`config.mk`:
```
export PLATFORM = sky130hd
export DESIGN_NAME = tcoq_cell
export DESIGN_NICKNAME = d
export VERILOG_FILES = /design/src/tcoq_pkg.sv /design/src/tcoq_cell.sv
export SDC_FILE = /design/constraint.sdc
export NUM_CORES = 1
export LEC_CHECK = 0
export ABC_CLOCK_PERIOD_IN_PS = 7730
export BUFFER_PORTS_ARGS = -buffer_cell sky130_fd_sc_hd__buf_2
export CAP_MARGIN = 25
export CORE_AREA = 2 2 97 99
export DETAILED_ROUTE_END_ITERATION = 8
export DIE_AREA = 0 0 99 101
export HOLD_SLACK_MARGIN = 0.1
export PLACE_DENSITY = 0.78
export SETUP_SLACK_MARGIN = 0.5
export SLEW_MARGIN = 25
export SYNTH_ARGS = -nofsm -noshare
export SYNTH_HDL_FRONTEND = slang
export SYNTH_SLANG_ARGS = --single-unit
```
`constraint.sdc`:
```
create_clock -name clk -period 7.73 [get_ports clk]
set_input_delay 0.773 -clock clk [delete_from_list [all_inputs] [get_ports clk]]
set_output_delay 0.773 -clock clk [all_outputs]
set_load 0.01 [all_outputs]
```
`src/tcoq_pkg.sv`:
```
package tcoq_pkg;

	localparam int DEPTH_DEF = 64;
	localparam int MAX_RESULTS = 64;
	localparam int ID_W = 16;
	localparam int VAL_W = 24;
	localparam int TIME_W = 16;
	localparam int COUNT_W = 7;
	localparam int SUM_W = 22;
	localparam logic [SUM_W-1:0] SUM_LIMIT = '1;
	localparam logic [COUNT_W-1:0] COUNT_LIMIT = '1;

	typedef enum logic [1:0] {
		OP_INSERT = 2'd0,
		OP_REMOVE = 2'd1,
		OP_SEARCH = 2'd2,
		OP_NONE   = 2'd3
	} op_t;

	typedef enum logic [1:0] {
		ST_OK       = 2'd0,
		ST_FULL     = 2'd1,
		ST_NOTFOUND = 2'd2
	} status_t;

	typedef enum logic [2:0] {
		S_IDLE,
		S_MARK,
		S_SHIFT,
		S_SCAN,
		S_STATS,
		S_EMIT
	} state_t;

	typedef struct packed {
		logic [ID_W-1:0]   id;
		logic [VAL_W-1:0]  value;
		logic [TIME_W-1:0] ptime;
		logic              cls;
	} entry_t;

	// per-cycle command from the sequencer to every cell
	typedef enum logic [1:0] {
		C_HOLD,
		C_INS,
		C_DEL,
		C_ROT
	} cmd_t;

	typedef struct packed {
		cmd_t             cmd;
		logic [ID_W-1:0]  key;
		entry_t           new_entry;
	} cell_ctl_t;

endpackage

```
`src/tcoq_cell.sv`:
```
// one queue slot: holds an entry, takes its neighbor's on shifts
module tcoq_cell (
	input  logic                clk,
	input  tcoq_pkg::cell_ctl_t ctl,
	input  logic                occ,
	input  logic                ins_here,
	input  logic                ins_above,
	input  logic                del_at_or_below,
	input  tcoq_pkg::entry_t    prev_entry,
	input  tcoq_pkg::entry_t    next_entry,
	output tcoq_pkg::entry_t    entry,
	output logic                hit
);

	tcoq_pkg::entry_t entry_q;

	always_ff @(posedge clk) begin
		case (ctl.cmd)
			tcoq_pkg::C_INS: begin
				if (ins_here) begin
					entry_q <= ctl.new_entry;
				end else if (ins_above) begin
					entry_q <= prev_entry;
				end
			end
			tcoq_pkg::C_DEL: begin
				if (del_at_or_below) begin
					entry_q <= next_entry;
				end
			end
			tcoq_pkg::C_ROT: entry_q <= next_entry;
			default: entry_q <= entry_q;
		endcase
	end

	assign entry = entry_q;
	assign hit   = occ && (entry_q.id == ctl.key);

endmodule

```
==> reports/qor.log <==
INFO  sta            setup_repair_after_global_routing_missed_its_margin=no
INFO  pwr            p_leak=2.25nW
INFO  routing        vias_per_cell=4.67
INFO  clocking       path_clk_slew=60ps
INFO  routing        avgRoutedWirePerCell=13.7µm
INFO  die            floorplan.initialDensity=34.4%
INFO  pwr            p_sw_share=26.0%
INFO  cells_and_area antennaDiodeCount=0
INFO  die            floorplan.die_area=10000µm²
INFO  synth          syn-instance-count=273
INFO  clocking       clock-root-buffer=sky130_fd_sc_hd__clkbuf_8
INFO  die            die_width=99µm
INFO  synth          syn-cell-area=3090µm²
INFO  pwr            combinational_power_share=22.4%
INFO  critical_path  setup.worst_path.start_class=input pin
INFO  sta            setup_tns=0ps
INFO  synth          synth_warnings=0
INFO  run_status     run_status=complete, no violations
INFO  sta            worst-slew-pin-transition=963ps
INFO  synth          synth-async-reset-ratio=0%
INFO  sta            timing_hold_violations_final=0
INFO  routing        drc=0
INFO  synth          synth.top_cells.by_count=sky130_fd_sc_hd__nand2_1 (59), sky130_fd_sc_hd__o21ai_0 (59), sky130_fd_sc_hd__edfxtp_1 (57), sky130_fd_sc_hd__mux2i_1 (57), sky130_fd_sc_hd__xnor2_1 (12)
INFO  clocking       cts_htree_levels=3
INFO  pwr            pwr-share-seq=47.6%
INFO  global_routing maximum_number_of_pins_on_one_net_before_global_route_repair=116
INFO  critical_path  worst-path-max-fanout=1
INFO  pwr            power.internal=0.631mW
INFO  sta            max_freq=377MHz
INFO  cells_and_area largest_register_ffs=57
INFO  pwr            clockPowerShare=30.0%
INFO  sta            worst_slew_slack_as_a_fraction_of_its_limit=35.8%
INFO  die            core_region_area=8980µm²
INFO  cells_and_area register_area=1710µm²
INFO  global_routing track_usage=16.7%
INFO  synth          ys_ff_latch=57
INFO  pwr            ir_worst_vdd=0.0000732V
INFO  critical_path  arrival_time_of_data_at_the_critical_path_endpoint=1880ps
INFO  critical_path  cp.required=6960ps
INFO  sta            final_min_period_over_clock_period=34.3%
INFO  clocking       clock-sinks=57
INFO  synth          synth_flop_cell=sky130_fd_sc_hd__edfxtp_1
INFO  sta            timing_max_transition_violations_final=0
INFO  clocking       cts_inserted_buffers=9
INFO  synth          netlist_cell_types=12
INFO  pwr            power_density=187nW/µm²
INFO  place          place_congestion=0.778
INFO  place          placement.io_buffers=251
INFO  job            max_cap_viol_count=0
INFO  cells_and_area final_net_count=711
INFO  synth          synth_edf_count=57
INFO  cells_and_area flow.area_growth_from_synthesis=48.1%
INFO  synth          yosys.area.top_type_share=55.5%
INFO  synth          cell_type_with_the_largest_total_area_after_synthesis=sky130_fd_sc_hd__edfxtp_1
INFO  routing        vias=2,958
INFO  routing        dr.pass1.iters=4
INFO  cells_and_area multi_input_comb_area=1270µm²
INFO  synth          syn-num-nets=467
INFO  clocking       post_cts_hold_buffer_count=0
INFO  die            chipHeight=101µm
INFO  clocking       buffers_from_clock_root_to_sink_at_most=2
INFO  critical_path  worst_setup_path_end_kind=output port
INFO  synth          synth.area.top_cells=sky130_fd_sc_hd__edfxtp_1 (55%), sky130_fd_sc_hd__mux2i_1 (18%), sky130_fd_sc_hd__o21ai_0 (9.6%)
INFO  clocking       cts_resized=0
INFO  global_routing grt_pass1_vias=2,946
INFO  die            rows=35
INFO  clocking       cts_post_setup_buffers_inserted=0
INFO  global_routing initial_antenna_violation_count=0
INFO  sta            layout_min_cycle_time=2650ps
INFO  global_routing grt.overflow.total=0
INFO  routing        drt_first_iter_violations=39
INFO  pwr            power.net_switching=0.222mW
INFO  routing        drtAntennaViolNets=0
INFO  critical_path  critPathKind=in -> out
INFO  clocking       tritoncts=built
INFO  global_routing grt_first_pass_wirelength=13.0mm
INFO  cells_and_area fraction_of_final_layout_cells_sized_beyond_drive_strength_1=51.1%
INFO  cells_and_area layout.filler_cells=847
INFO  die            num_io_pins=252
INFO  synth          syn-mean-instance-area=11.3µm²
INFO  place          dp.cells=617
INFO  worst_hold_path worstHoldPathType=in -> reg
INFO  cells_and_area layoutNonFillerInstCount=633
INFO  place          dp_hpwl=6.71mm
INFO  synth          synth.yosys.seq_area_share=55.5%
INFO  routing        route.final.wire_length=8.69mm
INFO  sta            setup_viol_count_final=0
==> final timing paths <==
check,startpoint,end,cells past startpoint
setup / recovery,ctl[68],hit,6
hold / removal,next_entry[26],entry[26],3
==> power by group through the flow <==
stage               logic (mW)  clock network (mW)  registers [mW]
floorplan               0.0667                   0           0.436
global placement         0.188                   0           0.411
detailed placement       0.194                   0           0.413
CTS                      0.194               0.266           0.407
global route             0.209               0.280           0.411
finish                   0.191               0.256           0.406
==> area by class of cell <==
cell class,count,area share [%]
Sequential cell,57,37.4
Timing Repair Buffer,253,27.9
Multi-Input combinational cell,196,27.7
Tap cell,111,3.04
Clock buffer,12,2.96
Clock inverter,4,0.958
==> cell usage in the layout, fill, tap and decap left out <==
cell                        count
sky130_fd_sc_hd__xor2_1         4
sky130_fd_sc_hd__xnor2_1       12
sky130_fd_sc_hd__clkbuf_8       9
sky130_fd_sc_hd__nand2_1       58
sky130_fd_sc_hd__nand4_1        3
sky130_fd_sc_hd__buf_2        250
sky130_fd_sc_hd__edfxtp_1      57
sky130_fd_sc_hd__clkinv_1       1
sky130_fd_sc_hd__o21ai_0       59
sky130_fd_sc_hd__nor4_2         1
sky130_fd_sc_hd__clkbuf_1       3
sky130_fd_sc_hd__nand2_2        1
sky130_fd_sc_hd__nor4_1         1
sky130_fd_sc_hd__bufinv_16      1
sky130_fd_sc_hd__clkinv_2       2
sky130_fd_sc_hd__mux2i_1       57
sky130_fd_sc_hd__buf_4          3
==> cell families after synthesis <==
kind of cell              Yosys count  synth area share [%]
xor gates and xnor gates           16                  4.54
AOI/OAI and AO/OA                  59                  9.57
muxes                              57                  18.5
DFF                                57                  55.5
buffers and inverters              20                  3.57
and+or+nand+nor                    64                  8.39
==> metal layers <==
metal  global-route usage [%]  routed length (µm)
met1                     17.4                3250
met2                     31.0                4520
met3                     5.69                 786
met4                     6.11                 131
met5                        0                   0
==> worst max-delay path, stage by stage <==
cell	delay, ps
sky130_fd_sc_hd__buf_2	100
sky130_fd_sc_hd__xor2_1	150
sky130_fd_sc_hd__nor4_1	290
sky130_fd_sc_hd__nand4_1	190
sky130_fd_sc_hd__nor4_2	220
sky130_fd_sc_hd__buf_2	160
==> per-stage QoR <==
step           utilization, %  instance area (µm²)  hold slack (ps)  total power, mW  setup slack, ps
2_1_floorplan               -                 3090              964            0.503             4680
3_3_place_gp             48.9                 4390             1050            0.599             4890
3_5_place_dp             48.9                 4390             1060            0.607             4780
4_1_cts                  50.9                 4570              712            0.868             5070
5_1_grt                  50.9                 4570              725            0.900             4940
6_report                 50.9                 4570              735            0.854             5080
Note: power is estimated with default switching activity, not from simulation.
